`src/rtl/qdp_pkg.sv`:
```
// Shared types, constants and rounding function for the Q16.16 dot product block.
package qdp_pkg;

   localparam int ValueWidth   = 32;
   localparam int ProductWidth = 2 * ValueWidth;
   localparam int FracBits     = 16;
   localparam int KeepWidth    = ValueWidth + FracBits;

   localparam logic [KeepWidth-1:0] RoundHalf = KeepWidth'(16'h8000);

   typedef logic signed [ValueWidth-1:0]   value_type;
   typedef logic signed [ProductWidth-1:0] product_type;

   typedef struct packed {
      logic        valid;
      logic        last;
      product_type product;
   } qdp_prod_type;

   // Rounds a full Q32.32 product to Q16.16, keeping product bits 47:16, so the integer part wraps.
   function automatic value_type qdp_round(product_type p);
      logic [KeepWidth-1:0] adjusted;
      adjusted = p[KeepWidth-1:0] - RoundHalf - KeepWidth'(p[ProductWidth-1]);
      return value_type'(adjusted[KeepWidth-1:FracBits] + ValueWidth'(1));
   endfunction

endpackage

```
`src/rtl/qdp_if.sv`:
```
// Stream interfaces for element pair beats and dot product result beats.
interface qdp_req_if import qdp_pkg::*; ();
   logic      valid;
   logic      ready;
   value_type a_value;
   value_type b_value;
   logic      last;

   modport source (output valid, output a_value, output b_value, output last, input ready);
   modport sink   (input valid, input a_value, input b_value, input last, output ready);
endinterface

interface qdp_rsp_if import qdp_pkg::*; ();
   logic      valid;
   logic      ready;
   value_type dot_sum;

   modport source (output valid, output dot_sum, input ready);
   modport sink   (input valid, input dot_sum, output ready);
endinterface

```
`src/rtl/qdp_mult.sv`:
```
// Input register and registered 32 by 32 signed multiplier stage.
module qdp_mult import qdp_pkg::*; (
   input  logic         clock,
   input  logic         reset,
   qdp_req_if.sink      req_bus,
   input  logic         advance,
   output qdp_prod_type prod
);

   logic         in_valid_ff;
   logic         in_valid_in;
   logic         in_last_ff;
   value_type    in_a_ff;
   value_type    in_b_ff;
   qdp_prod_type prod_ff;
   qdp_prod_type prod_in;

   assign req_bus.ready = advance;
   assign in_valid_in   = req_bus.valid;

   always_comb begin
      prod_in.valid   = in_valid_ff;
      prod_in.last    = in_last_ff;
      prod_in.product = in_a_ff * in_b_ff;
   end

   always_ff @(posedge clock) begin
      if (reset) begin
         in_valid_ff   <= 1'b0;
         prod_ff.valid <= 1'b0;
      end else if (advance) begin
         in_valid_ff     <= in_valid_in;
         in_last_ff      <= req_bus.last;
         in_a_ff         <= req_bus.a_value;
         in_b_ff         <= req_bus.b_value;
         prod_ff.valid   <= prod_in.valid;
         prod_ff.last    <= prod_in.last;
         prod_ff.product <= prod_in.product;
      end
   end

   assign prod = prod_ff;

endmodule

```
`src/rtl/qdp_accum.sv`:
```
// Rounding, wrapping accumulator and result register.
module qdp_accum import qdp_pkg::*; (
   input  logic         clock,
   input  logic         reset,
   input  qdp_prod_type prod,
   output logic         advance,
   qdp_rsp_if.source    rsp_bus
);

   value_type acc_ff;
   value_type acc_in;
   value_type sum_in;
   logic      out_valid_ff;
   logic      out_valid_in;
   value_type out_sum_ff;
   logic      take;

   assign advance = !(prod.valid && prod.last && out_valid_ff && !rsp_bus.ready);
   assign take    = advance && prod.valid;
   assign sum_in  = acc_ff + qdp_round(prod.product);

   always_comb begin
      acc_in       = acc_ff;
      out_valid_in = out_valid_ff && !rsp_bus.ready;
      if (take) begin
         if (prod.last) begin
            acc_in       = '0;
            out_valid_in = 1'b1;
         end else begin
            acc_in = sum_in;
         end
      end
   end

   always_ff @(posedge clock) begin
      if (reset) begin
         acc_ff       <= '0;
         out_valid_ff <= 1'b0;
      end else begin
         acc_ff       <= acc_in;
         out_valid_ff <= out_valid_in;
      end
   end

   always_ff @(posedge clock) begin
      if (take && prod.last) begin
         out_sum_ff <= sum_in;
      end
   end

   assign rsp_bus.valid   = out_valid_ff;
   assign rsp_bus.dot_sum = out_sum_ff;

   a_stall_only_when_full: assert property (@(posedge clock) disable iff (reset)
      !advance |-> (out_valid_ff && !rsp_bus.ready && prod.valid && prod.last))
      else $error("Pipeline stalled while the result register could take a beat.");

   a_clear_after_last: assert property (@(posedge clock) disable iff (reset)
      (take && prod.last) |=> (acc_ff == '0 && out_valid_ff))
      else $error("Accumulator not cleared or result not posted after a last pair.");

   a_no_spurious_result: assert property (@(posedge clock) disable iff (reset)
      (!(take && prod.last) && (!out_valid_ff || rsp_bus.ready)) |=> !out_valid_ff)
      else $error("Result beat appeared without a last pair.");

   a_stall_holds_sum: assert property (@(posedge clock) disable iff (reset)
      !advance |=> $stable(acc_ff))
      else $error("Accumulator changed during a stall.");

endmodule

```
`src/rtl/q16_fixed_point_dot_product.sv`:
```
// Top level of the streaming Q16.16 fixed-point dot product block.
// Accepts one element pair beat per cycle while not stalled. Each pair is registered,
// multiplied exactly to 64 bits in a registered multiplier stage, then rounded to Q16.16
// and added into a 32-bit wrapping accumulator. On the pair marked last, the sum goes to
// the result register and the accumulator clears, so the next vector may follow with no
// gap. The last pair passes the input register and the product register before its sum
// is registered as the result beat. Input stalls only when a last pair reaches the
// accumulator while the previous result beat has not yet been taken.
module q16_fixed_point_dot_product import qdp_pkg::*; (
   input  logic      clock,
   input  logic      reset,
   qdp_req_if.sink   req_bus,
   qdp_rsp_if.source rsp_bus
);

   qdp_prod_type prod;
   logic         advance;

   qdp_mult u_mult (
      .clock   (clock),
      .reset   (reset),
      .req_bus (req_bus),
      .advance (advance),
      .prod    (prod)
   );

   qdp_accum u_accum (
      .clock   (clock),
      .reset   (reset),
      .prod    (prod),
      .advance (advance),
      .rsp_bus (rsp_bus)
   );

endmodule

```
`src/flat_wrapper.sv`:
```
// flat-port wrapper written by rule: the top's interface ports become plain ports
module q16_fixed_point_dot_product_flat import qdp_pkg::*;
  (clock, reset, req_bus_valid, req_bus_a_value, req_bus_b_value, req_bus_last, req_bus_ready, rsp_bus_valid, rsp_bus_dot_sum, rsp_bus_ready);
  qdp_req_if req_bus_i ();
  qdp_rsp_if rsp_bus_i ();
  input  logic clock;
  input  logic reset;
  input wire logic [$bits(req_bus_i.valid)-1:0] req_bus_valid;
  input wire logic [$bits(req_bus_i.a_value)-1:0] req_bus_a_value;
  input wire logic [$bits(req_bus_i.b_value)-1:0] req_bus_b_value;
  input wire logic [$bits(req_bus_i.last)-1:0] req_bus_last;
  output wire logic [$bits(req_bus_i.ready)-1:0] req_bus_ready;
  output wire logic [$bits(rsp_bus_i.valid)-1:0] rsp_bus_valid;
  output wire logic [$bits(rsp_bus_i.dot_sum)-1:0] rsp_bus_dot_sum;
  input wire logic [$bits(rsp_bus_i.ready)-1:0] rsp_bus_ready;
  assign req_bus_i.valid = req_bus_valid;
  assign req_bus_i.a_value = req_bus_a_value;
  assign req_bus_i.b_value = req_bus_b_value;
  assign req_bus_i.last = req_bus_last;
  assign req_bus_ready = req_bus_i.ready;
  assign rsp_bus_valid = rsp_bus_i.valid;
  assign rsp_bus_dot_sum = rsp_bus_i.dot_sum;
  assign rsp_bus_i.ready = rsp_bus_ready;
  q16_fixed_point_dot_product u_core (.clock(clock), .reset(reset), .req_bus(req_bus_i), .rsp_bus(rsp_bus_i));
endmodule
```
`config.mk`:
```
export PLATFORM = sky130hd
export DESIGN_NAME = q16_fixed_point_dot_product_flat
export DESIGN_NICKNAME = d
export VERILOG_FILES = /design/src/rtl/qdp_pkg.sv /design/src/rtl/qdp_if.sv /design/src/rtl/qdp_mult.sv /design/src/rtl/qdp_accum.sv /design/src/rtl/q16_fixed_point_dot_product.sv /design/src/flat_wrapper.sv
export SDC_FILE = /design/constraint.sdc
export NUM_CORES = 2
export LEC_CHECK = 0
export ABC_AREA = 0
export BUFFER_PORTS_ARGS = -buffer_cell sky130_fd_sc_hd__clkbuf_2
export CAP_MARGIN = 15
export CORE_ASPECT_RATIO = 0.7
export CORE_MARGIN = 2
export CORE_UTILIZATION = 45
export CTS_CLUSTER_SIZE = 14
export DETAILED_ROUTE_END_ITERATION = 6
export PLACE_DENSITY = 0.6
export SETUP_SLACK_MARGIN = 0.1
export SKIP_LAST_GASP = 1
export SLEW_MARGIN = 20
export SYNTH_ARGS = -nofsm -noshare
export SYNTH_HDL_FRONTEND = slang
export SYNTH_SLANG_ARGS = --single-unit
```
`constraint.sdc`:
```
create_clock -name clock -period 16.65 [get_ports clock]
set_clock_uncertainty 0.2 [all_clocks]
set_input_delay 1.665 -clock clock [delete_from_list [all_inputs] [get_ports clock]]
set_output_delay 1.665 -clock clock [all_outputs]
set_load 0.005 [all_outputs]
```
* Word-level counts from Yosys, hierarchy flattened
Cells that the tools add are included.
Word-level totals: bits in registers 197, latch bits 0, memory bits (writable) 0, bits in read-only memories 0, output and inout bits 34, logic and storage cells 29, memories 0
Operators by class: add/subtract/negate cells 4, multiply operators 1, divide/modulo/power cells 0, $lt $le $gt $ge 0, equal/unequal tests 0, shift-type cells 0, mux-type cells 3, bitwise gates (word level) 2, reductions and logical operators 9
Operator list (count):
- $mul 32x32->64 | 1
- $sub 48x16->48 const B | 1
- $sub 48x48->48 | 1
- $add 32x1->32 const B | 1
- $add 32x32->32 | 1
- $mux 32 | 1
- $logic_and 1x1->1 | 6
- $logic_not 1->1 | 2
- $mux 1 | 2
- $not 1->1 | 2
- $reduce_and 2->1 | 1

* Logic depth before layout (Yosys ltp)
word-level depth 6, gate-level depth with buffers 28, depth with buffers taken out 27

* Cells and area by module
A second synthesis with hierarchy kept.
Unflattened totals: cells, all modules 4839, area, all modules 47006.3 um2
By module, submodules not included:
- qdp_mult | times used 1, cells an instance 4022, area an instance 40178.5 um2, seq. area each 3943.8 um2
- qdp_accum | times used 1, cells an instance 817, area an instance 6827.8 um2, seq. area each 1621.6 um2

* Worst setup path before layout
Ideal clock, no wire load.
path type in2reg, start input port reset, end register u_core.u_mult.in_a_ff[0], enable pin, setup time 657 ps, arrival 7816 ps, required time 15793 ps, slack 7976 ps, stages 3, path through clkbuf_1 clkbuf_1 a31oi_1
Between the ends: cells in the longest elaborated chain, start to end 2
Ends and longest elaborated chain:
- from (decl) | RTL line flat_wrapper.sv:7 | input logic reset;
- $not 1->1 (no line)
- $reduce_and 2->1 (no line)
- to (signal assigned) | RTL line qdp_mult.sv:34 | in_a_ff <= req_bus.a_value;
- to (decl) | RTL line qdp_mult.sv:13 | value_type in_a_ff;
No other way between the ends. A chain may end at the register's enable or synchronous reset.

==> impl_summary.log <==
[metrics] result of the run: finished clean
[metrics] post-route core utilization: between 40% and 50%
[metrics] Detailed Route Iter0 Violations: 2665
[metrics] number of search-and-repair iterations in the first detailed-routing pass: 6
[metrics] crit-path max FO: 26
[metrics] list of most frequent post-synthesis cells: inv_1 (1111), fa_1 (1083), nand2_1 (592), and2_1 (447), ha_1 (306)
[metrics] Area growth syn-to-layout: 5.657%
[metrics] area share of the largest cell type after synthesis: about half
[metrics] Critical Setup Path Class: flip-flop to flip-flop
[metrics] Synthesis Warnings: 0
[metrics] Antenna Violating Nets Remaining: 0
[metrics] pin count of the biggest net entering global routing: 53
[metrics] total half-perimeter wirelength after legalization and detailed placement: just under 100 mm
[metrics] vias in the first global route: between 30k and 40k
[metrics] final weighted congestion of routability-driven global placement: around 0.92
[metrics] initial core utilization: 45.24%
[metrics] category of the worst setup path launch point: flip-flop
[metrics] all-layer global routing usage: 25.34%
[metrics] flip-flop and latch count after synthesis: 182
[metrics] number of cells produced by synthesis: 4613
[metrics] most common cell in the netlist: inv_1
[metrics] post-route DRC violation count: 0
[metrics] placeable core region: between 90000 and 100000 um^2
[metrics] actual transition at the worst max-transition pin: 1014 ps
[metrics] TNS Setup: 0 ps
[metrics] total die area: 102800 um^2
[metrics] CTS tree: done
[metrics] relative slew slack: 32.13%
[metrics] Synth Net Count: 6071
[metrics] Post-CTS Resized: 0
[metrics] IO Count: 103
[metrics] maximum achievable frequency: about 120 MHz
[metrics] RSZ-0062 raised after global routing: false
[metrics] crit path capture type: flip-flop
[metrics] clk sink count: ~180
[metrics] placed cell count: 5916
[metrics] number of buffers between clock root and the deepest sink: 2
[metrics] fraction of layout instances using a drive strength above 1: 4.900%
[metrics] antenna violations before repair: 0
[metrics] Worst EP required: 16700 ps
[metrics] post-layout min period: about 8400 ps
[metrics] die boundary height: 268.8 um
[metrics] routed via count: 30.78k
[metrics] Worst Hold Class: flip-flop to flip-flop
[metrics] arrival time reported for the critical path endpoint: 8460 ps
[metrics] final-report setup violation count: 0
[metrics] Final Hold Violating Endpoints: 0
[metrics] top area cells in the synthesized netlist: fa_1 (48%), edfxtp_1 (9.8%), inv_1 (9.3%), ha_1 (8.5%), and2_1 (6.2%)
[metrics] number of synthesized flops with an enable pin: approximately 150
[metrics] # Max-Cap Violations: 0
[metrics] average wire length per cell after detail routing: 20.94 um
[metrics] part of the cycle the worst path needs: 50.52%
[metrics] sum of overflow across all layers after global routing: 0
[metrics] wire length of the first global-routing pass: slightly below 200 mm
[metrics] Hold Buf Count CTS: 0
[metrics] vias per std cell: 5.173
[metrics] number of input and output port buffers inserted: 102
[metrics] mean post-synth cell area: 9.772 um^2
[metrics] insertion delay to the later sink of the worst-skew pair: 530 ps
[metrics] Num CTS Buffers: 17
[metrics] library cells used by synthesis: 65
[metrics] share of async-settable or async-resettable flops after synthesis: 0%
[metrics] DRT Wirelength: between 100 and 150 mm
[metrics] cell chosen for the clock root: clkbuf_16
[metrics] number of setup buffers added after CTS: 0
[metrics] max-slew violation count: 0
[metrics] CTS H-Tree Depth: 4
[metrics] Net count, final: between 6k and 7k
[metrics] proportion of synthesized chip area in sequential cells: 11.35%
[metrics] horizontal extent of the die: between 300 and 400 um
[metrics] Top FF cell, synth: edfxtp_1
[metrics] row cnt: 97
[metrics] Post-Synthesis Cell Area: 45080 um^2
[metrics] number of standard cells in the final layout excluding fillers: about 6k
[metrics] CTS clock-pin slew for the worst setup and hold paths: 80 ps
[metrics] library cell occupying the most area in the post-synthesis netlist: fa_1
[cell usage in the layout (no fill, tap or decap), types with 17 or more instances in the layout]
cell / instances
nand2_1: 592
nor2_1: 96
o21ai_0: 52
a22oi_1: 22
xor2_1: 37
clkbuf_2: 102
nand2b_1: 22
dfxtp_1: 35
xnor2_1: 80
nand3_1: 24
clkbuf_16: 17
a21o_1: 56
edfxtp_1: 147
fa_1: 1083
buf_4: 72
ha_1: 306
and2_1: 447
inv_1: 1111
a21oi_1: 99
[logic make-up after synthesis]
| logic type | count (synthesis) | synth area share, % |
|---|---|---|
| DFF | 182 | 11.35 |
| and+or+nand+nor | 1261 | 13.64 |
| AOI/OAI and AO/OA | 343 | 5.124 |
| muxes | 2 | 0.04441 |
| buffers and inverters | 1319 | 10.98 |
| adders and majority gates | 1389 | 56.59 |
| xor gates and xnor gates | 117 | 2.273 |
[registers in the layout, summed over array words and instances (netlist names)]
name	cells
u_core.u_mult.in_valid_ff	1
u_core.u_mult.prod	51
u_core.u_accum.rsp_bus.valid	1
u_core.u_mult.in_last_ff	1
u_core.u_accum.rsp_bus.dot_sum	32
u_core.u_accum.acc_ff	32
u_core.u_mult.in_b_ff	32
u_core.u_mult.in_a_ff	32
[final timing paths]
kind                                  start                endpoint  slack (ps)  depth (start not counted)
setup / recovery  u_core.u_mult.in_a_ff[15]  u_core.u_mult.prod[63]        8240                         23
hold / removal     u_core.u_mult.in_last_ff  u_core.u_mult.prod[64]         250                          0
setup reg to reg  u_core.u_mult.in_a_ff[15]  u_core.u_mult.prod[63]        8240                         23
hold reg to reg    u_core.u_mult.in_last_ff  u_core.u_mult.prod[64]         250                          0
[stage by stage]
step	instance area [um^2]	hold WS [ps]	setup slack [ps]
global placement	47040	240.0	8390
CTS	47620	251.0	8270
floorplan	45080	200.3	7976
global route	47620	271.3	7812
finish	47630	247.5	8238
detailed placement	47040	222.7	8306
[layer usage]
metal  track usage [%]  wire length [um]
met3             13.26             19560
met5            0.1852                 0
met4             3.224               964
met2             31.17             44160
met1             39.28             59880
[area by class of cell]
class / instances / area, um^2
Fill cell: 9294 / 52010
Multi-Input combinational cell: 3112 / 35030
Sequential cell: 182 / 5115
Inverter: 1112 / 4174
Tap cell: 1336 / 1672
Timing Repair Buffer: 174 / 1051
Clock buffer: 19 / 452.9
Clock inverter: 13 / 131.4
Antenna cell: 1 / 2.502
[critical path, cell delays in order (launching register included)]
cell and delay, ps:
edfxtp_1 510, buf_4 300, and2_1 210, fa_1 530, inv_1 50, fa_1 480, fa_1 510, fa_1 510
inv_1 50, fa_1 630, fa_1 460, fa_1 530, fa_1 440, ha_1 400, a21o_1 210, a21o_1 180
a21oi_1 220, nand4_1 130, a41o_1 330, a211o_1 420, a311o_1 360, a31oi_2 220, o31ai_1 120, xnor2_1 130
Power is not shown: default switching activity piles up to over one toggle a cycle in this logic, so the estimate is an artifact.
